<file path="src/sv/fsc_pkg.sv">
package fsc_pkg;

    localparam int DEF_MAX_PATTERN      = 16;
    localparam int DEF_SAMPLE_BITS      = 12;
    localparam int DEF_MAX_BLOCK_LENGTH = 4096;

    localparam int CFG_INDEX_W = 2;
    localparam int CFG_DATA_W  = 16;

    localparam int PAT_W     = 16;
    localparam int LEN_CFG_W = 5;
    localparam int THR_W     = 9;
    localparam int START_W   = 12;
    localparam int Q_BITS    = 8;

    localparam int OUT_TDATA_W = 16;

    localparam logic [PAT_W-1:0]     PAT_RST = 16'hAAAA;
    localparam logic [LEN_CFG_W-1:0] LEN_RST = 5'd16;
    localparam logic [THR_W-1:0]     THR_RST = 9'd179;

    typedef enum logic [CFG_INDEX_W-1:0] {
        REG_SYNC_PATTERN     = 2'd0,
        REG_PATTERN_LENGTH   = 2'd1,
        REG_DETECT_THRESHOLD = 2'd2
    } cfg_reg_t;

    typedef enum logic [3:0] {
        ST_IDLE,
        ST_LOAD,
        ST_ROT,
        ST_SQ,
        ST_P1,
        ST_P2,
        ST_CMP,
        ST_REPORT,
        ST_T1,
        ST_T2,
        ST_T3,
        ST_TC,
        ST_OUT
    } fsc_state_t;

endpackage

</file>
<file path="src/sv/fsc_cell.sv">
module fsc_cell #(
    parameter int SAMPLE_BITS = fsc_pkg::DEF_SAMPLE_BITS
) (
    input  logic                          aclk,
    input  logic                          shift_en,
    input  logic signed [SAMPLE_BITS-1:0] re_in,
    input  logic [2*SAMPLE_BITS-1:0]      e_in,
    output logic signed [SAMPLE_BITS-1:0] re_out,
    output logic [2*SAMPLE_BITS-1:0]      e_out
);

    // One window position: the real part and the power of one sample.
    logic signed [SAMPLE_BITS-1:0] re_reg;
    logic [2*SAMPLE_BITS-1:0]      e_reg;

    always_ff @(posedge aclk) begin
        if (shift_en) begin
            re_reg <= re_in;
            e_reg  <= e_in;
        end
    end

    assign re_out = re_reg;
    assign e_out  = e_reg;

endmodule

</file>
<file path="src/sv/fsc_mul.sv">
module fsc_mul #(
    parameter int A_W = 32,
    parameter int B_W = 28
) (
    input  logic               aclk,
    input  logic               en,
    input  logic [A_W-1:0]     a,
    input  logic [B_W-1:0]     b,
    output logic [A_W+B_W-1:0] p
);

    logic [A_W+B_W-1:0] p_reg;

    always_ff @(posedge aclk) begin
        if (en) begin
            p_reg <= (A_W+B_W)'(a) * (A_W+B_W)'(b);
        end
    end

    assign p = p_reg;

endmodule

</file>
<file path="src/sv/frame_sync_correlator.sv">
// A sample past the block limit is dropped at once; one that completes no window is only loaded
// into the cell ring. One that completes a window then makes one pass of the window around the
// ring and, when its correlation is positive, three products on the shared multiplier and a compare.
// After the last sample the threshold test (three more products when a peak was kept) and the result
// item follow, held while that item waits; no new sample is taken until the last one is through.
// Reset (aresetn low) clears the FSM, counts, best match and output valid and reloads the config.
module frame_sync_correlator #(
    parameter int MAX_PATTERN      = fsc_pkg::DEF_MAX_PATTERN,
    parameter int SAMPLE_BITS      = fsc_pkg::DEF_SAMPLE_BITS,
    parameter int MAX_BLOCK_LENGTH = fsc_pkg::DEF_MAX_BLOCK_LENGTH
) (
    input  logic                                   aclk,
    input  logic                                   aresetn,
    input  logic                                   s_tvalid,
    output logic                                   s_tready,
    // sample_re, sample_im
    input  logic [((2*SAMPLE_BITS+7)/8)*8-1:0]     s_tdata,
    input  logic                                   s_tlast,
    output logic                                   m_tvalid,
    input  logic                                   m_tready,
    // sync_found, sync_start, block_too_short, block_overflow
    output logic [fsc_pkg::OUT_TDATA_W-1:0]        m_tdata,
    input  logic                                   cfg_valid,
    output logic                                   cfg_ready,
    input  logic [fsc_pkg::CFG_INDEX_W-1:0]        cfg_index,
    input  logic [fsc_pkg::CFG_DATA_W-1:0]         cfg_data
);

    localparam int LEN_W  = $clog2(MAX_PATTERN + 1);
    localparam int T_W    = $clog2(MAX_PATTERN);
    localparam int CW     = SAMPLE_BITS + $clog2(MAX_PATTERN);
    localparam int CS_W   = CW + 1;
    localparam int ET_W   = 2 * SAMPLE_BITS;
    localparam int EW     = 2 * SAMPLE_BITS + $clog2(MAX_PATTERN);
    localparam int SQ_W   = 2 * CW;
    localparam int TH_W   = 2 * fsc_pkg::THR_W + LEN_W;
    localparam int MA     = (SQ_W > TH_W) ? SQ_W : TH_W;
    localparam int MB     = EW;
    localparam int PW     = MA + MB;
    localparam int LHS_W  = SQ_W + 2 * fsc_pkg::Q_BITS;
    localparam int CMP_W  = (PW > LHS_W) ? PW : LHS_W;
    localparam int CNT_W  = $clog2(MAX_BLOCK_LENGTH + 1);
    localparam int LC_W   = (LEN_W > fsc_pkg::LEN_CFG_W) ? LEN_W : fsc_pkg::LEN_CFG_W;
    localparam int INC_W  = LEN_W + 1;

    fsc_pkg::fsc_state_t state_reg, state_next;

    logic [fsc_pkg::PAT_W-1:0]     pat_cfg_reg, pat_cfg_next;
    logic [fsc_pkg::LEN_CFG_W-1:0] len_cfg_reg, len_cfg_next;
    logic [fsc_pkg::THR_W-1:0]     thr_reg, thr_next;

    logic signed [SAMPLE_BITS-1:0] in_re_reg, in_re_next;
    logic signed [SAMPLE_BITS-1:0] in_im_reg, in_im_next;
    logic                          in_last_reg, in_last_next;

    logic [CNT_W-1:0]          count_reg, count_next;
    logic                      ovf_reg, ovf_next;
    logic [T_W-1:0]            t_reg, t_next;
    logic [MAX_PATTERN-1:0]    pat_sh_reg, pat_sh_next;
    logic signed [CS_W-1:0]    acc_c_reg, acc_c_next;
    logic [EW-1:0]             acc_e_reg, acc_e_next;
    logic [SQ_W-1:0]           sq_reg, sq_next;
    logic [PW-1:0]             p1_reg, p1_next;
    logic [SQ_W-1:0]           best_sq_reg, best_sq_next;
    logic [EW-1:0]             best_e_reg, best_e_next;
    logic [fsc_pkg::START_W-1:0] best_start_reg, best_start_next;
    logic                      found_reg, found_next;

    logic                        m_tvalid_reg, m_tvalid_next;
    logic                        out_found_reg, out_found_next;
    logic [fsc_pkg::START_W-1:0] out_start_reg, out_start_next;
    logic                        out_short_reg, out_short_next;
    logic                        out_ovf_reg, out_ovf_next;

    logic [LEN_W-1:0]         len;
    logic [CNT_W-1:0]         count_inc;
    logic                     short_blk;
    logic                     incl;
    logic [CW-1:0]            c_pos;
    logic signed [CS_W-1:0]   tail_re_ext;
    logic signed [ET_W-1:0]   re_sq;
    logic signed [ET_W-1:0]   im_sq;
    logic [ET_W-1:0]          new_e;
    logic [CNT_W-1:0]         start_diff;
    fsc_pkg::fsc_state_t      done_state;

    logic                     shift_en;
    logic                     shift_new;
    logic signed [SAMPLE_BITS-1:0] head_re;
    logic [ET_W-1:0]               head_e;
    logic signed [SAMPLE_BITS-1:0] cell_re [MAX_PATTERN];
    logic [ET_W-1:0]               cell_e  [MAX_PATTERN];

    logic              mul_en;
    logic [MA-1:0]     mul_a;
    logic [MB-1:0]     mul_b;
    logic [PW-1:0]     mul_p;

    // Window ring: cell 0 takes a new sample or the tail, the rest take their neighbor.
    assign head_re = shift_new ? in_re_reg : cell_re[MAX_PATTERN-1];
    assign head_e  = shift_new ? new_e : cell_e[MAX_PATTERN-1];

    for (genvar i = 0; i < MAX_PATTERN; i++) begin : g_cell
        if (i == 0) begin : g_head
            fsc_cell #(.SAMPLE_BITS(SAMPLE_BITS)) u_cell (
                .aclk     (aclk),
                .shift_en (shift_en),
                .re_in    (head_re),
                .e_in     (head_e),
                .re_out   (cell_re[i]),
                .e_out    (cell_e[i])
            );
        end else begin : g_body
            fsc_cell #(.SAMPLE_BITS(SAMPLE_BITS)) u_cell (
                .aclk     (aclk),
                .shift_en (shift_en),
                .re_in    (cell_re[i-1]),
                .e_in     (cell_e[i-1]),
                .re_out   (cell_re[i]),
                .e_out    (cell_e[i])
            );
        end
    end

    fsc_mul #(.A_W(MA), .B_W(MB)) u_mul (
        .aclk (aclk),
        .en   (mul_en),
        .a    (mul_a),
        .b    (mul_b),
        .p    (mul_p)
    );

    always_comb begin
        if (len_cfg_reg == '0) begin
            len = LEN_W'(1);
        end else if (LC_W'(len_cfg_reg) > LC_W'(MAX_PATTERN)) begin
            len = LEN_W'(MAX_PATTERN);
        end else begin
            len = LEN_W'(len_cfg_reg);
        end
    end

    assign re_sq       = in_re_reg * in_re_reg;
    assign im_sq       = in_im_reg * in_im_reg;
    assign new_e       = $unsigned(re_sq) + $unsigned(im_sq);
    assign count_inc   = count_reg + CNT_W'(1);
    assign short_blk   = count_reg < CNT_W'(len);
    assign incl        = (INC_W'(t_reg) + INC_W'(len)) >= INC_W'(MAX_PATTERN);
    assign c_pos       = acc_c_reg[CW-1:0];
    assign tail_re_ext = CS_W'(cell_re[MAX_PATTERN-1]);
    assign start_diff  = count_reg - CNT_W'(len);
    assign done_state  = in_last_reg ? fsc_pkg::ST_REPORT : fsc_pkg::ST_IDLE;

    always_comb begin
        state_next      = state_reg;
        pat_cfg_next    = pat_cfg_reg;
        len_cfg_next    = len_cfg_reg;
        thr_next        = thr_reg;
        in_re_next      = in_re_reg;
        in_im_next      = in_im_reg;
        in_last_next    = in_last_reg;
        count_next      = count_reg;
        ovf_next        = ovf_reg;
        t_next          = t_reg;
        pat_sh_next     = pat_sh_reg;
        acc_c_next      = acc_c_reg;
        acc_e_next      = acc_e_reg;
        sq_next         = sq_reg;
        p1_next         = p1_reg;
        best_sq_next    = best_sq_reg;
        best_e_next     = best_e_reg;
        best_start_next = best_start_reg;
        found_next      = found_reg;
        m_tvalid_next   = m_tvalid_reg;
        out_found_next  = out_found_reg;
        out_start_next  = out_start_reg;
        out_short_next  = out_short_reg;
        out_ovf_next    = out_ovf_reg;
        s_tready        = 1'b0;
        shift_en        = 1'b0;
        shift_new       = 1'b0;
        mul_en          = 1'b0;
        mul_a           = '0;
        mul_b           = '0;

        if (m_tvalid_reg && m_tready) begin
            m_tvalid_next = 1'b0;
        end

        case (state_reg)
            fsc_pkg::ST_IDLE: begin
                s_tready = 1'b1;
                if (s_tvalid) begin
                    in_last_next = s_tlast;
                    if (count_reg >= CNT_W'(MAX_BLOCK_LENGTH)) begin
                        // Samples past the maximum block length are dropped.
                        ovf_next   = 1'b1;
                        state_next = s_tlast ? fsc_pkg::ST_REPORT : fsc_pkg::ST_IDLE;
                    end else begin
                        in_re_next = s_tdata[SAMPLE_BITS-1:0];
                        in_im_next = s_tdata[2*SAMPLE_BITS-1:SAMPLE_BITS];
                        state_next = fsc_pkg::ST_LOAD;
                    end
                end
            end
            fsc_pkg::ST_LOAD: begin
                shift_en   = 1'b1;
                shift_new  = 1'b1;
                count_next = count_inc;
                if (count_inc >= CNT_W'(len)) begin
                    t_next      = '0;
                    pat_sh_next = MAX_PATTERN'(pat_cfg_reg);
                    acc_c_next  = '0;
                    acc_e_next  = '0;
                    state_next  = fsc_pkg::ST_ROT;
                end else begin
                    state_next = done_state;
                end
            end
            fsc_pkg::ST_ROT: begin
                // The tail cell shows the oldest sample first; only the last len count.
                shift_en = 1'b1;
                if (incl) begin
                    if (pat_sh_reg[0]) begin
                        acc_c_next = acc_c_reg + tail_re_ext;
                    end else begin
                        acc_c_next = acc_c_reg - tail_re_ext;
                    end
                    acc_e_next  = acc_e_reg + EW'(cell_e[MAX_PATTERN-1]);
                    pat_sh_next = pat_sh_reg >> 1;
                end
                t_next = t_reg + T_W'(1);
                if (t_reg == T_W'(MAX_PATTERN - 1)) begin
                    // The newest sample is added in this cycle, so the full sum is tested.
                    state_next = (!acc_c_next[CS_W-1] && (acc_c_next != '0)) ?
                                 fsc_pkg::ST_SQ : done_state;
                end
            end
            fsc_pkg::ST_SQ: begin
                mul_en     = 1'b1;
                mul_a      = MA'(c_pos);
                mul_b      = MB'(c_pos);
                state_next = fsc_pkg::ST_P1;
            end
            fsc_pkg::ST_P1: begin
                mul_en     = 1'b1;
                mul_a      = mul_p[MA-1:0];
                mul_b      = best_e_reg;
                sq_next    = mul_p[SQ_W-1:0];
                state_next = fsc_pkg::ST_P2;
            end
            fsc_pkg::ST_P2: begin
                mul_en     = 1'b1;
                mul_a      = MA'(best_sq_reg);
                mul_b      = acc_e_reg;
                p1_next    = mul_p;
                state_next = fsc_pkg::ST_CMP;
            end
            fsc_pkg::ST_CMP: begin
                // corr^2 * best_energy > best_corr^2 * energy, the roots cancel.
                if (p1_reg > mul_p) begin
                    best_sq_next    = sq_reg;
                    best_e_next     = acc_e_reg;
                    best_start_next = fsc_pkg::START_W'(start_diff);
                end
                state_next = done_state;
            end
            fsc_pkg::ST_REPORT: begin
                if (short_blk || best_sq_reg == '0) begin
                    found_next = !short_blk && (thr_reg == '0);
                    state_next = fsc_pkg::ST_OUT;
                end else begin
                    state_next = fsc_pkg::ST_T1;
                end
            end
            fsc_pkg::ST_T1: begin
                mul_en     = 1'b1;
                mul_a      = MA'(thr_reg);
                mul_b      = MB'(thr_reg);
                state_next = fsc_pkg::ST_T2;
            end
            fsc_pkg::ST_T2: begin
                mul_en     = 1'b1;
                mul_a      = mul_p[MA-1:0];
                mul_b      = MB'(len);
                state_next = fsc_pkg::ST_T3;
            end
            fsc_pkg::ST_T3: begin
                mul_en     = 1'b1;
                mul_a      = mul_p[MA-1:0];
                mul_b      = best_e_reg;
                state_next = fsc_pkg::ST_TC;
            end
            fsc_pkg::ST_TC: begin
                found_next = (CMP_W'(best_sq_reg) << (2 * fsc_pkg::Q_BITS)) >= CMP_W'(mul_p);
                state_next = fsc_pkg::ST_OUT;
            end
            fsc_pkg::ST_OUT: begin
                if (!m_tvalid_reg || m_tready) begin
                    m_tvalid_next  = 1'b1;
                    out_found_next = found_reg;
                    out_start_next = (short_blk || best_sq_reg == '0) ? '0 : best_start_reg;
                    out_short_next = short_blk;
                    out_ovf_next   = ovf_reg;
                    count_next      = '0;
                    ovf_next        = 1'b0;
                    best_sq_next    = '0;
                    best_e_next     = EW'(1);
                    best_start_next = '0;
                    state_next      = fsc_pkg::ST_IDLE;
                end
            end
            default: begin
                state_next = fsc_pkg::ST_IDLE;
            end
        endcase

        if (cfg_valid) begin
            case (fsc_pkg::cfg_reg_t'(cfg_index))
                fsc_pkg::REG_SYNC_PATTERN: begin
                    pat_cfg_next = cfg_data[fsc_pkg::PAT_W-1:0];
                end
                fsc_pkg::REG_PATTERN_LENGTH: begin
                    len_cfg_next = cfg_data[fsc_pkg::LEN_CFG_W-1:0];
                end
                fsc_pkg::REG_DETECT_THRESHOLD: begin
                    thr_next = cfg_data[fsc_pkg::THR_W-1:0];
                end
                default: begin
                    pat_cfg_next = pat_cfg_reg;
                end
            endcase
        end
    end

    always_ff @(posedge aclk) begin
        if (!aresetn) begin
            state_reg      <= fsc_pkg::ST_IDLE;
            pat_cfg_reg    <= fsc_pkg::PAT_RST;
            len_cfg_reg    <= fsc_pkg::LEN_RST;
            thr_reg        <= fsc_pkg::THR_RST;
            count_reg      <= '0;
            ovf_reg        <= 1'b0;
            best_sq_reg    <= '0;
            best_e_reg     <= EW'(1);
            best_start_reg <= '0;
            m_tvalid_reg   <= 1'b0;
        end else begin
            state_reg      <= state_next;
            pat_cfg_reg    <= pat_cfg_next;
            len_cfg_reg    <= len_cfg_next;
            thr_reg        <= thr_next;
            count_reg      <= count_next;
            ovf_reg        <= ovf_next;
            best_sq_reg    <= best_sq_next;
            best_e_reg     <= best_e_next;
            best_start_reg <= best_start_next;
            m_tvalid_reg   <= m_tvalid_next;
        end
    end

    always_ff @(posedge aclk) begin
        in_re_reg     <= in_re_next;
        in_im_reg     <= in_im_next;
        in_last_reg   <= in_last_next;
        t_reg         <= t_next;
        pat_sh_reg    <= pat_sh_next;
        acc_c_reg     <= acc_c_next;
        acc_e_reg     <= acc_e_next;
        sq_reg        <= sq_next;
        p1_reg        <= p1_next;
        found_reg     <= found_next;
        out_found_reg <= out_found_next;
        out_start_reg <= out_start_next;
        out_short_reg <= out_short_next;
        out_ovf_reg   <= out_ovf_next;
    end

    assign cfg_ready = 1'b1;
    assign m_tvalid  = m_tvalid_reg;
    assign m_tdata   = {1'b0, out_ovf_reg, out_short_reg, out_start_reg, out_found_reg};

endmodule

</file>
<file path="config.mk">
export PLATFORM = sky130hd
export DESIGN_NAME = frame_sync_correlator
export DESIGN_NICKNAME = d
export VERILOG_FILES = /design/src/sv/fsc_pkg.sv /design/src/sv/fsc_cell.sv /design/src/sv/fsc_mul.sv /design/src/sv/frame_sync_correlator.sv
export SDC_FILE = /design/constraint.sdc
export NUM_CORES = 2
export LEC_CHECK = 0
export ABC_CLOCK_PERIOD_IN_PS = 24500
export BUFFER_PORTS_ARGS = -buffer_cell sky130_fd_sc_hd__buf_2
export CORE_ASPECT_RATIO = 1.25
export CORE_MARGIN = 4
export CORE_UTILIZATION = 40
export DETAILED_ROUTE_END_ITERATION = 12
export GPL_ROUTABILITY_DRIVEN = 0
export PLACE_DENSITY_LB_ADDON = 0.1
export SKIP_LAST_GASP = 1
export SYNTH_ARGS = -nofsm -noshare
export SYNTH_HDL_FRONTEND = slang
export SYNTH_SLANG_ARGS = --single-unit
</file>
<file path="constraint.sdc">
create_clock -name aclk -period 24.5 [get_ports aclk]
set_input_delay 2.45 -clock aclk [delete_from_list [all_inputs] [get_ports aclk]]
set_output_delay 2.45 -clock aclk [all_outputs]
set_load 0.02 [all_outputs]
</file>
==> impl.org <==
** Outcome
- The run finished with clean final reports.

** Floorplanning
- FP Rows :: 176
- 67 I/O pins were placed.
- The die covers 193,000 um^2.
- The floorplan step set the die width to 394 um.
- Die Ht :: 490 um
- After floorplanning, the core was sized to cover 185,000 um^2.
- For this configuration, the core starts out at a cell density of 40.3%.

** Global route
- In the global route stage, overall resource usage came out at 22.5%.
- Number of antenna violations at the first check in global routing :: 5
- Global routing consumed, on the met3 layer, 3.34% of the routing resources.
- Pin count of the biggest net entering global routing :: 193
- For met2 alone, demand over resource in global routing was 40.0%.
- Number of global-route vias before repair :: 51,500
- Met1 capacity usage during global routing :: 26.4%
- First-pass GRT wire length :: 326 mm
- Highest-utilization routing layer at the global route stage :: met2
- Global route overflow :: 0

** Final layout
- Final standard cell utilization of the core :: 43.9%
- Max FFs per register :: 360
- Filler Cells Inserted :: 17,400
- Layout net count :: 8,227
- Share of layout cells above drive strength 1 :: 5.90%
- Area added between synthesis and finish :: 8.86%

** Synth
- In the synthesized netlist, mux cells make up 0.323% of the area.
- Number of enable flip-flop cells after synthesis :: 834
- The top cell type by area accounts for 33.7% of the synthesized area.
- Counting flops with an async set or reset pin after synthesis yields a share of 0%.
- After synthesis, the mean cell area works out to 11.2 um^2.
- Of the total synthesized cell area, the portion taken by AND, OR, NAND and NOR gates is 10.3%.
- Main flop type after synthesis :: edfxtp_1
- After Yosys synthesis, XOR and XNOR cells account for 1.74% of the synthesized area.
- Fraction of the mapped netlist area in compound gates :: 6.78%
- Counting distinct cell types in the post-synthesis netlist gives 89.
- Sorting the synthesized cells by area gives the leading types as edfxtp_1, fa_1, ha_1.
- Fraction of the mapped netlist area in adder cells :: 36.3%
- The number of nets in the synthesized netlist is 8,208.
- Synthesis warning total :: 0
- Post-Syn Instances :: 6,642
- Combinational family with the most area after synthesis :: adder cells
- Summing every instance area after synthesis gives 74,400 um^2.
- Number of synthesized register bits :: 955
- After synthesis, flip-flops and latches occupy 36.9% of the total area.
- Synth area leader :: edfxtp_1

** Clock tree
- CTS clk-pin slew, worst paths :: 0.07 ns
- Clock sink count :: 955
- Post-CTS setup buffers :: 0
- No sink is reached through more buffers than the 3 on the longest clock path.
- CTS H-tree depth :: 3
- Root cell of the clock tree :: clkbuf_16
- TritonCTS created 99 clock buffers.
- The number of hold buffers added after CTS was 0.
- TritonCTS built the clock tree.
- Gates resized during post-CTS repair numbered 0.
- Worst skew pair latency :: 0.71 ns

** Setup path
- Critical path start-end classification :: reg2reg
- Worst Path Arrival :: 11.41 ns
- The largest individual stage delay along the critical path comes from the cell a221o_1.
- The worst setup path is captured at a flop.
- Along the worst path, the maximum fanout reaches 64.
- At the worst endpoint, the required time is 24.95 ns.
- The cell that appears most often on the critical path is fa_1.
- Largest stage delay on the critical path :: 1.11 ns
- STA classifies the critical path startpoint as a flop.

** Drt
- Total via count in the routed design :: 47,700
- The pre-antenna-repair detailed-routing pass consisted of 6 iterations.
- Vias per std cell :: 5.22
- For this block, the initial DRC count from the detailed router was 3,015.
- For this block, the routed nets add up to 215 mm of wire.
- The count of nets left with antenna violations once routing finished came out at 0.
- Total DRC errors in the routed layout :: 0
- Routed wire per std cell :: 23.5 um

** STA
- Total negative slack for setup checks :: 0 ns
- Post-route worst setup slack :: 13.54 ns
- The final critical path takes up 44.7% of the cycle.
- For the pin with the worst max-slew slack, the measured transition is 1.26 ns.
- Setup repair after global routing left no endpoint under its margin.
- Subtracting the final worst setup slack from the clock period gives 10.96 ns.
- Max-slew violations :: 0
- F_max :: 0.0913 GHz
- Max transition margin :: 15.7%
- For the final database, setup skew stands at 0.0411 ns.
- Number of setup violations in the final report :: 0
- Final hold violation count :: 0

** Run
- Count of max-cap constraint violations :: 0

** Worst hold path
- Class of the tightest hold or removal check :: reg2reg

** Placement
- In this run the tool buffered the top-level ports with 64 buffer cells.
- Placement-stage worst setup slack :: 13.66 ns
- Detailed placement finished with a half-perimeter wire length of 165 mm.
-- cell type report --
type | count | area (um^2) | area share [%]
multi-input cells | 4175 | 41400 | 51.1
flip-flops and latches | 955 | 27500 | 33.9
inverters | 1248 | 4680 | 5.78
well taps | 2403 | 3010 | 3.71
clock buffers | 130 | 2670 | 3.29
repair buffers | 182 | 1230 | 1.52
clock inverters | 52 | 508 | 0.627
diodes | 3 | 7.51 | 0.00927
-- synthesized netlist by cell type (all sizes together), types with 37 or more instances --
cell and instances:
a21o 95, o21ai 95, ha 455, clkbuf 217
xnor2 88, nand4 37, a21oi 166, and2 112
fa 1063, a221oi 37, nor3 52, nor2 515
a22o 109, nand2 860, dfxtp 121, inv 1247
nand3 56, edfxtp 834, xor2 60, buf 47
-- cell families (layout without fill, tap and decap cells) --
kind of cell | Yosys count | in the layout
other | 2 | 5
AOI/OAI and AO/OA | 700 | 700
and+or+nand+nor | 1784 | 1784
xor gates and xnor gates | 148 | 148
muxes | 23 | 23
buffers and inverters | 1512 | 1612
adders and majority gates | 1518 | 1518
DFF | 955 | 955
-- final timing paths --
path                                                    startpoint                            endpoint  slack, ns  depth (start not counted)
worst min-delay path            g_cell[2].g_body.u_cell.re_out[11]  g_cell[3].g_body.u_cell.re_out[11]       0.40                          0
worst max register to register                        state_reg[2]                         u_mul.p[58]      13.54                         30
worst min register to register  g_cell[2].g_body.u_cell.re_out[11]  g_cell[3].g_body.u_cell.re_out[11]       0.40                          0
worst max-delay path                                  state_reg[2]                         u_mul.p[58]      13.54                         30
-- critical path: cells and delay by family, from the launching register on --
family                     cells  cell delay, ns
buffers and inverters          7            1.41
adders and majority gates      8            3.97
DFF                            1            0.76
and+or+nand+nor               10            2.21
AOI/OAI and AO/OA              5            2.26
-- per-stage QoR --
stage	area [um^2]	std cells	hold slack [ns]
floorplan	74400	6642	0.400
global placement	77800	8963	0.400
detailed placement	77800	8963	0.405
CTS	81000	9145	0.402
global route	81000	9146	0.404
finish	81000	9148	0.403
-- placed cells by master (no fill, tap or decap), types with 17 or more instances in the layout --
cell,n
nand4_1,37
clkinv_2,18
a31oi_1,17
a221oi_1,21
a21o_1,95
o21bai_1,20
nor2_1,513
clkbuf_16,100
nand3_1,56
and3_1,17
clkinv_1,18
a22oi_1,31
a221o_1,31
inv_1,1246
a22o_1,106
nand2b_1,36
buf_2,64
fa_1,1063
nand2_1,857
nor3_1,48
clkbuf_1,25
o21ai_0,84
nor4_1,23
nor2b_1,23
xor2_1,60
ha_1,455
a21oi_1,164
edfxtp_1,834
buf_4,116
and2_1,111
dfxtp_1,121
xnor2_1,88
-- per-layer routing --
metal / wire [um] / part of all wire, %
met1: 82300 / 38
met3: 10700 / 5.0
met5: 14 / 0.0065
met2: 109000 / 51
met4: 12800 / 6.0
Power is not shown: default switching activity piles up to over one toggle a cycle in this logic, so the estimate is an artifact.
